File: src/sab_pkg.sv
`default_nettype none
package sab_pkg;

  localparam int unsigned ChanMaxW = 6;
  localparam int unsigned NumW = 22;
  localparam int unsigned RecipW = 17;
  localparam int unsigned QuotW = 7;

  localparam logic [7:0] AlphaOpaque = 8'd255;
  localparam logic [7:0] AlphaClear = 8'd0;
  localparam logic [NumW-1:0] Div = 22'd65025;
  // floor(2^32 / 65025), quotient estimate is low by at most one
  localparam logic [RecipW-1:0] Recip = 17'd66051;
  localparam int unsigned RecipShift = 32;

  localparam logic [15:0] MaskRed = 16'b1111100000000000;
  localparam logic [15:0] MaskGreen = 16'b0000011111100000;
  localparam logic [15:0] MaskBlue = 16'b0000000000011111;

  typedef enum logic {
    RegOriginX = 1'b0,
    RegOriginY = 1'b1
  } sab_reg_e;

  typedef struct packed {
    logic signed [11:0] origin_x;
    logic signed [11:0] origin_y;
  } sab_cfg_t;

  // stage load enables, one per pipeline register
  typedef struct packed {
    logic en1;
    logic en2;
    logic en3;
    logic en4;
  } sab_pipe_t;

endpackage
`default_nettype wire

File: src/sab_in_if.sv
`default_nettype none
interface sab_in_if;
  logic       valid;
  logic       ready;
  logic [7:0] sprite_blue;
  logic [7:0] sprite_green;
  logic [7:0] sprite_red;
  logic [7:0] sprite_alpha;
  logic [5:0] sprite_column;
  logic [5:0] sprite_row;
  logic [15:0] background_pixel;

  modport source (
    output valid, sprite_blue, sprite_green, sprite_red, sprite_alpha,
           sprite_column, sprite_row, background_pixel,
    input  ready
  );
  modport sink (
    input  valid, sprite_blue, sprite_green, sprite_red, sprite_alpha,
           sprite_column, sprite_row, background_pixel,
    output ready
  );
endinterface
`default_nettype wire

File: src/sab_out_if.sv
`default_nettype none
interface sab_out_if;
  logic        valid;
  logic        ready;
  logic        write_enable;
  logic [19:0] pixel_address;
  logic [15:0] blended_pixel;

  modport source (
    output valid, write_enable, pixel_address, blended_pixel,
    input  ready
  );
  modport sink (
    input  valid, write_enable, pixel_address, blended_pixel,
    output ready
  );
endinterface
`default_nettype wire

File: src/sab_cfg.sv
`default_nettype none
module sab_cfg (
  input  wire logic             clk_i,
  input  wire logic             rst_ni,
  input  wire logic             psel,
  input  wire logic             penable,
  input  wire logic             pwrite,
  input  wire logic [2:0]       paddr,
  input  wire logic [31:0]      pwdata,
  output logic [31:0]           prdata,
  output logic                  pready,
  output sab_pkg::sab_cfg_t     cfg_o
);
  import sab_pkg::*;

  logic [11:0] origin_x_q, origin_x_d;
  logic [11:0] origin_y_q, origin_y_d;
  logic        wr_en;
  sab_reg_e    reg_sel;

  assign pready  = 1'b1;
  assign wr_en   = psel && penable && pwrite;
  assign reg_sel = sab_reg_e'(paddr[2]);

  always_comb begin
    origin_x_d = origin_x_q;
    origin_y_d = origin_y_q;
    prdata     = '0;
    case (reg_sel)
      RegOriginX: begin
        prdata = {20'd0, origin_x_q};
        if (wr_en) origin_x_d = pwdata[11:0];
      end
      RegOriginY: begin
        prdata = {20'd0, origin_y_q};
        if (wr_en) origin_y_d = pwdata[11:0];
      end
      default: prdata = '0;
    endcase
  end

  always_ff @(posedge clk_i or negedge rst_ni) begin
    if (!rst_ni) begin
      origin_x_q <= '0;
      origin_y_q <= '0;
    end else begin
      origin_x_q <= origin_x_d;
      origin_y_q <= origin_y_d;
    end
  end

  assign cfg_o.origin_x = $signed(origin_x_q);
  assign cfg_o.origin_y = $signed(origin_y_q);

endmodule
`default_nettype wire

File: src/sab_addr.sv
`default_nettype none
module sab_addr #(
  parameter int SCREEN_WIDTH  = 1024,
  parameter int SCREEN_HEIGHT = 768,
  parameter int SPRITE_SIZE   = 64
) (
  input  wire logic              clk_i,
  input  wire sab_pkg::sab_pipe_t pipe_i,
  input  wire sab_pkg::sab_cfg_t cfg_i,
  input  wire logic [5:0]        column_i,
  input  wire logic [5:0]        row_i,
  input  wire logic [7:0]        alpha_i,
  output logic                   we_o,
  output logic [19:0]            addr_o
);
  import sab_pkg::*;

  localparam logic [11:0] WidthC = 12'(SCREEN_WIDTH);

  logic signed [12:0] sx, sy;
  logic               vis;
  logic               we1_q, we2_q, we3_q, we4_q;
  logic [10:0]        sx1_q, sy1_q;
  logic [22:0]        lin;
  logic [19:0]        addr2_q, addr3_q, addr4_q;

  assign sx = $signed({cfg_i.origin_x[11], cfg_i.origin_x}) + $signed({7'd0, column_i});
  assign sy = $signed({cfg_i.origin_y[11], cfg_i.origin_y}) + $signed({7'd0, row_i});

  assign vis = (32'(column_i) < SPRITE_SIZE) && (32'(row_i) < SPRITE_SIZE) &&
               !sx[12] && (32'(sx[11:0]) < SCREEN_WIDTH) &&
               !sy[12] && (32'(sy[11:0]) < SCREEN_HEIGHT);

  assign lin = 23'(sy1_q) * 23'(WidthC) + 23'(sx1_q);

  always_ff @(posedge clk_i) begin
    if (pipe_i.en1) begin
      we1_q <= vis && (alpha_i != AlphaClear);
      sx1_q <= sx[10:0];
      sy1_q <= sy[10:0];
    end
    if (pipe_i.en2) begin
      we2_q   <= we1_q;
      addr2_q <= we1_q ? lin[19:0] : '0;
    end
    if (pipe_i.en3) begin
      we3_q   <= we2_q;
      addr3_q <= addr2_q;
    end
    if (pipe_i.en4) begin
      we4_q   <= we3_q;
      addr4_q <= addr3_q;
    end
  end

  assign we_o   = we4_q;
  assign addr_o = addr4_q;

endmodule
`default_nettype wire

File: src/sab_chan.sv
`default_nettype none
module sab_chan #(
  parameter int unsigned ChanW = 5
) (
  input  wire logic               clk_i,
  input  wire sab_pkg::sab_pipe_t pipe_i,
  input  wire logic [7:0]         alpha_i,
  input  wire logic [ChanW-1:0]   under_i,
  input  wire logic [7:0]         over_i,
  output logic [ChanW-1:0]        chan_o
);
  import sab_pkg::*;

  localparam int unsigned ProdW = NumW + RecipW;
  localparam logic [NumW-1:0] MaxV = NumW'((1 << ChanW) - 1);

  logic [13:0]        p_under1_q;
  logic [15:0]        p_over1_q;
  logic               opaque1_q, opaque2_q, opaque3_q;
  logic [ChanW-1:0]   trunc1_q, trunc2_q, trunc3_q;
  logic [NumW-1:0]    num2_q, num3_q;
  logic [QuotW-1:0]   qe3_q;
  logic [ProdW-1:0]   prod;
  logic [NumW-1:0]    rem;
  logic [QuotW-1:0]   quot;
  logic [ChanW-1:0]   chan4_q;

  // quotient estimate by reciprocal, then one compare and subtract
  assign prod = ProdW'(num2_q) * ProdW'(Recip);
  assign rem  = num3_q - NumW'(qe3_q) * Div;
  assign quot = (rem >= Div) ? qe3_q + QuotW'(1) : qe3_q;

  always_ff @(posedge clk_i) begin
    if (pipe_i.en1) begin
      p_under1_q <= 14'(AlphaOpaque - alpha_i) * 14'(under_i);
      p_over1_q  <= 16'(alpha_i) * 16'(over_i);
      opaque1_q  <= (alpha_i == AlphaOpaque);
      trunc1_q   <= over_i[7 -: ChanW];
    end
    if (pipe_i.en2) begin
      num2_q    <= NumW'(p_under1_q) * NumW'(AlphaOpaque) + NumW'(p_over1_q) * MaxV;
      opaque2_q <= opaque1_q;
      trunc2_q  <= trunc1_q;
    end
    if (pipe_i.en3) begin
      qe3_q     <= prod[RecipShift +: QuotW];
      num3_q    <= num2_q;
      opaque3_q <= opaque2_q;
      trunc3_q  <= trunc2_q;
    end
    if (pipe_i.en4) begin
      chan4_q <= opaque3_q ? trunc3_q : quot[ChanW-1:0];
    end
  end

  assign chan_o = chan4_q;

endmodule
`default_nettype wire

File: src/sprite_alpha_blend_rgb565_core.sv
// Sprite pixel blender over an RGB565 frame buffer. One request (sprite pixel, its place in
// the sprite and the background pixel under it) enters per clock while ready is high, and
// its result leaves the output register of the four-stage datapath (products, numerator
// and address multiply, reciprocal multiply, correction); a stall on the result side holds
// every stage while bubbles still close up. The user must write origin_x and origin_y over
// the APB port only while no request is in flight (not enforced). Results with write_enable
// low carry address zero and the background pixel unchanged. No clearing pass after reset.
`default_nettype none
module sprite_alpha_blend_rgb565_core #(
  parameter int SCREEN_WIDTH  = 1024,
  parameter int SCREEN_HEIGHT = 768,
  parameter int SPRITE_SIZE   = 64
) (
  input  wire logic        clk_i,
  input  wire logic        rst_ni,
  input  wire logic        psel,
  input  wire logic        penable,
  input  wire logic        pwrite,
  input  wire logic [2:0]  paddr,
  input  wire logic [31:0] pwdata,
  output logic [31:0]      prdata,
  output logic             pready,
  sab_in_if.sink           sprite_i,
  sab_out_if.source        result_o
);
  import sab_pkg::*;

  sab_cfg_t   cfg;
  sab_pipe_t  pipe;
  logic       v1_q, v2_q, v3_q, v4_q;
  logic [15:0] bg1_q, bg2_q, bg3_q, bg4_q;
  logic       we;
  logic [19:0] addr;
  logic [4:0] red, blue;
  logic [5:0] green;

  sab_cfg u_cfg (
    .clk_i   (clk_i),
    .rst_ni  (rst_ni),
    .psel    (psel),
    .penable (penable),
    .pwrite  (pwrite),
    .paddr   (paddr),
    .pwdata  (pwdata),
    .prdata  (prdata),
    .pready  (pready),
    .cfg_o   (cfg)
  );

  // a stage loads when empty or when the next one moves
  assign pipe.en4 = !v4_q || result_o.ready;
  assign pipe.en3 = !v3_q || pipe.en4;
  assign pipe.en2 = !v2_q || pipe.en3;
  assign pipe.en1 = !v1_q || pipe.en2;
  assign sprite_i.ready = pipe.en1;

  always_ff @(posedge clk_i or negedge rst_ni) begin
    if (!rst_ni) begin
      v1_q <= 1'b0;
      v2_q <= 1'b0;
      v3_q <= 1'b0;
      v4_q <= 1'b0;
    end else begin
      if (pipe.en1) v1_q <= sprite_i.valid;
      if (pipe.en2) v2_q <= v1_q;
      if (pipe.en3) v3_q <= v2_q;
      if (pipe.en4) v4_q <= v3_q;
    end
  end

  always_ff @(posedge clk_i) begin
    if (pipe.en1) bg1_q <= sprite_i.background_pixel;
    if (pipe.en2) bg2_q <= bg1_q;
    if (pipe.en3) bg3_q <= bg2_q;
    if (pipe.en4) bg4_q <= bg3_q;
  end

  sab_addr #(
    .SCREEN_WIDTH  (SCREEN_WIDTH),
    .SCREEN_HEIGHT (SCREEN_HEIGHT),
    .SPRITE_SIZE   (SPRITE_SIZE)
  ) u_addr (
    .clk_i    (clk_i),
    .pipe_i   (pipe),
    .cfg_i    (cfg),
    .column_i (sprite_i.sprite_column),
    .row_i    (sprite_i.sprite_row),
    .alpha_i  (sprite_i.sprite_alpha),
    .we_o     (we),
    .addr_o   (addr)
  );

  sab_chan #(.ChanW(5)) u_red (
    .clk_i   (clk_i),
    .pipe_i  (pipe),
    .alpha_i (sprite_i.sprite_alpha),
    .under_i (sprite_i.background_pixel[15:11]),
    .over_i  (sprite_i.sprite_red),
    .chan_o  (red)
  );

  sab_chan #(.ChanW(6)) u_green (
    .clk_i   (clk_i),
    .pipe_i  (pipe),
    .alpha_i (sprite_i.sprite_alpha),
    .under_i (sprite_i.background_pixel[10:5]),
    .over_i  (sprite_i.sprite_green),
    .chan_o  (green)
  );

  sab_chan #(.ChanW(5)) u_blue (
    .clk_i   (clk_i),
    .pipe_i  (pipe),
    .alpha_i (sprite_i.sprite_alpha),
    .under_i (sprite_i.background_pixel[4:0]),
    .over_i  (sprite_i.sprite_blue),
    .chan_o  (blue)
  );

  assign result_o.valid         = v4_q;
  assign result_o.write_enable  = we;
  assign result_o.pixel_address = addr;
  assign result_o.blended_pixel = we ? {red, green, blue} : bg4_q;

  a_full_blocks: assert property (@(posedge clk_i) disable iff (!rst_ni)
    (v1_q && v2_q && v3_q && v4_q && !result_o.ready) |-> !sprite_i.ready)
    else $error("pipeline full under stall but input still ready");

  a_no_drop: assert property (@(posedge clk_i) disable iff (!rst_ni)
    (v1_q && pipe.en2) |=> v2_q)
    else $error("request lost between stage one and two");

  a_skip_addr: assert property (@(posedge clk_i) disable iff (!rst_ni)
    (v4_q && !we) |-> (addr == '0))
    else $error("suppressed write carries a nonzero address");

endmodule
`default_nettype wire

File: src/flat_wrapper.sv
// flat-port wrapper written by rule: the top's interface ports become plain ports
module sprite_alpha_blend_rgb565_core_flat import sab_pkg::*;
#(
  parameter int SCREEN_WIDTH  = 1024,
  parameter int SCREEN_HEIGHT = 768,
  parameter int SPRITE_SIZE   = 64
)
  (clk_i, rst_ni, psel, penable, pwrite, paddr, pwdata, prdata, pready, sprite_i_valid, sprite_i_sprite_blue, sprite_i_sprite_green, sprite_i_sprite_red, sprite_i_sprite_alpha, sprite_i_sprite_column, sprite_i_sprite_row, sprite_i_background_pixel, sprite_i_ready, result_o_valid, result_o_write_enable, result_o_pixel_address, result_o_blended_pixel, result_o_ready);
  sab_in_if sprite_i_i ();
  sab_out_if result_o_i ();
  input  wire logic clk_i;
  input  wire logic rst_ni;
  input  wire logic psel;
  input  wire logic penable;
  input  wire logic pwrite;
  input  wire logic [2:0] paddr;
  input  wire logic [31:0] pwdata;
  output logic [31:0] prdata;
  output logic pready;
  input wire logic [$bits(sprite_i_i.valid)-1:0] sprite_i_valid;
  input wire logic [$bits(sprite_i_i.sprite_blue)-1:0] sprite_i_sprite_blue;
  input wire logic [$bits(sprite_i_i.sprite_green)-1:0] sprite_i_sprite_green;
  input wire logic [$bits(sprite_i_i.sprite_red)-1:0] sprite_i_sprite_red;
  input wire logic [$bits(sprite_i_i.sprite_alpha)-1:0] sprite_i_sprite_alpha;
  input wire logic [$bits(sprite_i_i.sprite_column)-1:0] sprite_i_sprite_column;
  input wire logic [$bits(sprite_i_i.sprite_row)-1:0] sprite_i_sprite_row;
  input wire logic [$bits(sprite_i_i.background_pixel)-1:0] sprite_i_background_pixel;
  output wire logic [$bits(sprite_i_i.ready)-1:0] sprite_i_ready;
  output wire logic [$bits(result_o_i.valid)-1:0] result_o_valid;
  output wire logic [$bits(result_o_i.write_enable)-1:0] result_o_write_enable;
  output wire logic [$bits(result_o_i.pixel_address)-1:0] result_o_pixel_address;
  output wire logic [$bits(result_o_i.blended_pixel)-1:0] result_o_blended_pixel;
  input wire logic [$bits(result_o_i.ready)-1:0] result_o_ready;
  assign sprite_i_i.valid = sprite_i_valid;
  assign sprite_i_i.sprite_blue = sprite_i_sprite_blue;
  assign sprite_i_i.sprite_green = sprite_i_sprite_green;
  assign sprite_i_i.sprite_red = sprite_i_sprite_red;
  assign sprite_i_i.sprite_alpha = sprite_i_sprite_alpha;
  assign sprite_i_i.sprite_column = sprite_i_sprite_column;
  assign sprite_i_i.sprite_row = sprite_i_sprite_row;
  assign sprite_i_i.background_pixel = sprite_i_background_pixel;
  assign sprite_i_ready = sprite_i_i.ready;
  assign result_o_valid = result_o_i.valid;
  assign result_o_write_enable = result_o_i.write_enable;
  assign result_o_pixel_address = result_o_i.pixel_address;
  assign result_o_blended_pixel = result_o_i.blended_pixel;
  assign result_o_i.ready = result_o_ready;
  sprite_alpha_blend_rgb565_core #(.SCREEN_WIDTH(SCREEN_WIDTH), .SCREEN_HEIGHT(SCREEN_HEIGHT), .SPRITE_SIZE(SPRITE_SIZE)) u_core (.clk_i(clk_i), .rst_ni(rst_ni), .psel(psel), .penable(penable), .pwrite(pwrite), .paddr(paddr), .pwdata(pwdata), .prdata(prdata), .pready(pready), .sprite_i(sprite_i_i), .result_o(result_o_i));
endmodule
File: config.mk
export PLATFORM = sky130hd
export DESIGN_NAME = sprite_alpha_blend_rgb565_core_flat
export DESIGN_NICKNAME = d
export VERILOG_FILES = /design/src/sab_pkg.sv /design/src/sab_in_if.sv /design/src/sab_out_if.sv /design/src/sab_cfg.sv /design/src/sab_addr.sv /design/src/sab_chan.sv /design/src/sprite_alpha_blend_rgb565_core.sv /design/src/flat_wrapper.sv
export SDC_FILE = /design/constraint.sdc
export NUM_CORES = 2
export LEC_CHECK = 0
export ABC_AREA = 1
export BUFFER_PORTS_ARGS = -buffer_cell sky130_fd_sc_hd__buf_2
export CORE_ASPECT_RATIO = 0.7
export CORE_UTILIZATION = 59
export DETAILED_ROUTE_END_ITERATION = 8
export GPL_ROUTABILITY_DRIVEN = 0
export GPL_TIMING_DRIVEN = 0
export PLACE_DENSITY = 0.86
export SLEW_MARGIN = 20
export SYNTH_ARGS = -nofsm -noshare
export SYNTH_HDL_FRONTEND = slang
export SYNTH_HIERARCHICAL = 1
export SYNTH_SLANG_ARGS = --single-unit
export TNS_END_PERCENT = 10
File: constraint.sdc
create_clock -name clk_i -period 5.8 [get_ports clk_i]
set_input_delay 0.29 -clock clk_i [delete_from_list [all_inputs] [get_ports clk_i]]
set_output_delay 0.29 -clock clk_i [all_outputs]
set_load 0.005 [all_outputs]
==> flow_summary.toml <==
[grt]
global_route_wire_length_before_repair_um = 235000
grt_pass1_vias = 46200
grt_start_max_net_pins = 58
grt_antenna_before_repair = 4
grt.total_usage_pct = 28.9
grt_overflow = 0

[sta]
maxSlewViolCount = 0
grt_setup_unrepaired = "yes"
setup_viol = 0
timing.fmax_mhz = 172
clock_skew_ns = 0.0638
slew_at_the_pin_closest_to_its_max_slew_limit_ns = 1.04
slew_headroom_pct = 29.0
fin_crit_ns = 5.80
final_clock_period_utilization_by_the_worst_path_pct = 100
timing.final.hold_violations = 0

[yosys]
ys.flop_type = "sky130_fd_sc_hd__edfxtp_1"
sequential_share_of_the_synthesized_area_pct = 24.7
number_of_synthesized_flops_with_an_enable_pin = 465
postSynthAreaPerCell_um2 = 9.38
synthesis.instances = 6333
ys_types = 62
synthTopCellsByCount = "sky130_fd_sc_hd__inv_1 (1487), sky130_fd_sc_hd__nand2_1 (1168), sky130_fd_sc_hd__ha_1 (940)"
synthMostInstantiatedCell = "sky130_fd_sc_hd__inv_1"
yosysTopAreaCell = "sky130_fd_sc_hd__fa_1"
synth_seq_cells = 493
syn_area_mm2 = 0.0594
synth.area.top_cells = "sky130_fd_sc_hd__fa_1 (24%), sky130_fd_sc_hd__edfxtp_1 (24%), sky130_fd_sc_hd__ha_1 (20%)"
synthDominantCellAreaShare_pct = 24.1
yosys_warnings = 6
share_of_flip_flops_with_an_asynchronous_set_or_reset_after_synthesis_pct = 5.68

[floorplan]
floorplan.core_area_mm2 = 0.0989
initial_core_util_pct = 60.1
fp.dieArea_mm2 = 0.102
ios = 174
die_h_um = 267
die_x_um = 381
core.rowCount = 96

[cells_and_area]
fillers = 6931
post-route-cell-area_mm2 = 0.0644
final_nets = 8364
utilization_pct = 65.1
area_delta_synth_final_pct = 8.40
final_layout_size_suffix_gt1_share_pct = 5.96

[drt]
drt.antenna.violating_nets = 0
route.vias.total = 44600
totalWireLength_um = 147000
vias_per_cell = 5.59
initialDrtViolationCount = 4152
post-route-drc-count = 0
firstDrtPassIters = 9
wl_per_cell_um = 18.5

[critical_path]
slowest_delay_ns = 0.60
crit_slowest_cell = "sky130_fd_sc_hd__fa_1"
cp_cell_sequence = "buf_4 -> fa_1 -> fa_1 -> fa_1 -> fa_1 -> inv_1 -> fa_1 -> inv_1 -> fa_1 -> ha_4 -> nand2_1 -> o21ai_2 -> a21oi_2 -> o21ai_2 -> nand3_1 -> nand2_1 -> nand2_1 -> nand2_1 -> nand2_1 -> nand2_1 -> xor2_2"
crit_fanout = 5
cp_class = "register to register"
worst-endpoint-required_ns = 6.18
crit_path_end_kind = "register"
worst_setup_path_start_kind = "register"
cp_top_family = "adder cells"
worstPathArrival_ns = 6.17
critical_path_buffers_and_inverters = 3

[clocking]
tritoncts = "built"
clk_root_buffer_cell = "sky130_fd_sc_hd__clkbuf_16"
deepest_level_of_the_cts_h_tree = 2
max-clock-path-buffers = 3
clock_latency_ns = 0.66
cts_sinks = 493
cts_buffers = 50
cts.reportedPaths.clkPinSlew_ns = 0.08

[hold_path]
hold_path.class = "input pin to register"

[flow_run]
drv.max_cap_violation_count = 0

[place]
port-buffer-count = 121
dp_hpwl_um = 118000
placedInstanceArea_mm2 = 0.0620

[run_status]
run_status = "finished, final reports clean"
[through the flow]
stage | hold WS (ns) | std cells | worst slack (ns) | setup TNS (ns)
floorplan | -0.00559 | 6352 | -0.683 | -100.44
global placement | 0.355 | 7796 | -3.49 | -596.85
detailed placement | 0.353 | 7813 | -0.0633 | -0.153
CTS | 0.00789 | 7961 | 0.00263 | 0
global route | 0.0114 | 7972 | -0.202 | -0.415
finish | 0.0576 | 7973 | 0.00201 | 0
[state kept, by name, indices dropped and copies added (netlist names), 16 cells and up]
| signal | count |
|---|---|
| u_core/u_red/p_over1_q | 16 |
| u_core/u_blue/num2_q | 22 |
| u_core/bg3_q | 16 |
| u_core/u_blue/num3_q | 22 |
| u_core/u_addr/addr_o | 20 |
| u_core/bg2_q | 16 |
| u_core/u_blue/p_over1_q | 16 |
| u_core/u_addr/addr3_q | 20 |
| u_core/u_green/num3_q | 22 |
| u_core/u_green/p_over1_q | 16 |
| u_core/u_red/num3_q | 22 |
| u_core/u_green/num2_q | 22 |
| u_core/u_addr/addr2_q | 20 |
| u_core/u_red/num2_q | 22 |
| u_core/bg4_q | 16 |
| u_core/bg1_q | 16 |
[routing by layer]
metal	routed length, um	track usage [%]	vias up
met5	0	0	-
met4	4870	9.29	0
met3	14600	6.15	420
met2	68100	47.5	2314
met1	59800	38.4	21400
li1	-	-	20500
[path summary, 6_finish.rpt]
kind	endpoint	depth (start not counted)	startpoint	slack [ns]
min	u_core/bg1_q[5]	1	sprite_i_background_pixel[5]	0.06
max	u_core/u_green/num2_q[20]	21	u_core/u_green/p_under1_q[2]	0.002
min reg2reg	u_core/u_green/opaque2_q	0	u_core/u_green/opaque1_q	0.41
max reg2reg	u_core/u_green/num2_q[20]	21	u_core/u_green/p_under1_q[2]	0.002
max in group asynchronous	u_core/result_o.valid	2	rst_ni	5.18
min in group asynchronous	u_core/u_cfg/origin_x_q[6]	2	rst_ni	0.20
[logic make-up after synthesis]
kind of cell / count (synthesis) / synth area share, %
AOI/OAI and AO/OA: 503 / 4.73
xor gates and xnor gates: 177 / 2.64
adders and majority gates: 1656 / 43.9
buffers and inverters: 1592 / 10.3
DFF: 493 / 24.7
other: 2 / 0.0126
and+or+nand+nor: 1910 / 13.7
[layout make-up]
type	count	area (um2)	share of cell area, %
Multi-Input combinational cell	4267	38800	60.2
Sequential cell	493	14700	22.8
Timing Repair Buffer	202	1480	2.29
Clock buffer	57	1290	2.00
Antenna cell	3	7.51	0.0117
Clock inverter	36	397	0.616
Buffer	83	450	0.700
Tap cell	1323	1660	2.57
Inverter	1509	5670	8.80
[layout by cell type (no fill, tap or decap), types with 16 or more instances in the layout]
cell type / n
sky130_fd_sc_hd__a21oi_1: 268
sky130_fd_sc_hd__buf_2: 125
sky130_fd_sc_hd__buf_4: 36
sky130_fd_sc_hd__buf_6: 18
sky130_fd_sc_hd__clkbuf_1: 52
sky130_fd_sc_hd__clkbuf_16: 50
sky130_fd_sc_hd__conb_1: 21
sky130_fd_sc_hd__dfrtp_1: 28
sky130_fd_sc_hd__dlygate4sd3_1: 50
sky130_fd_sc_hd__edfxtp_1: 465
sky130_fd_sc_hd__fa_1: 716
sky130_fd_sc_hd__ha_1: 937
sky130_fd_sc_hd__inv_1: 1482
sky130_fd_sc_hd__inv_2: 22
sky130_fd_sc_hd__nand2_1: 1167
sky130_fd_sc_hd__nand2_2: 24
sky130_fd_sc_hd__nand3_1: 192
sky130_fd_sc_hd__nand4_1: 61
sky130_fd_sc_hd__nor2_1: 334
sky130_fd_sc_hd__nor2_2: 16
sky130_fd_sc_hd__nor3_1: 31
sky130_fd_sc_hd__o21ai_0: 114
sky130_fd_sc_hd__o21bai_1: 23
sky130_fd_sc_hd__xnor2_1: 52
sky130_fd_sc_hd__xor2_1: 123
[what timing repair did]
item,in CTS,in global routing
resized for setup,2,17
endpoints found under the hold margin,82,0
pin swaps,0,2
hold buffers,50,0
setup endpoints to repair,3,16
buffers inserted,5,9
Power is left out: the tool's default activity adds up to more than one toggle a clock period on the data nets, which glitch-free logic cannot reach.
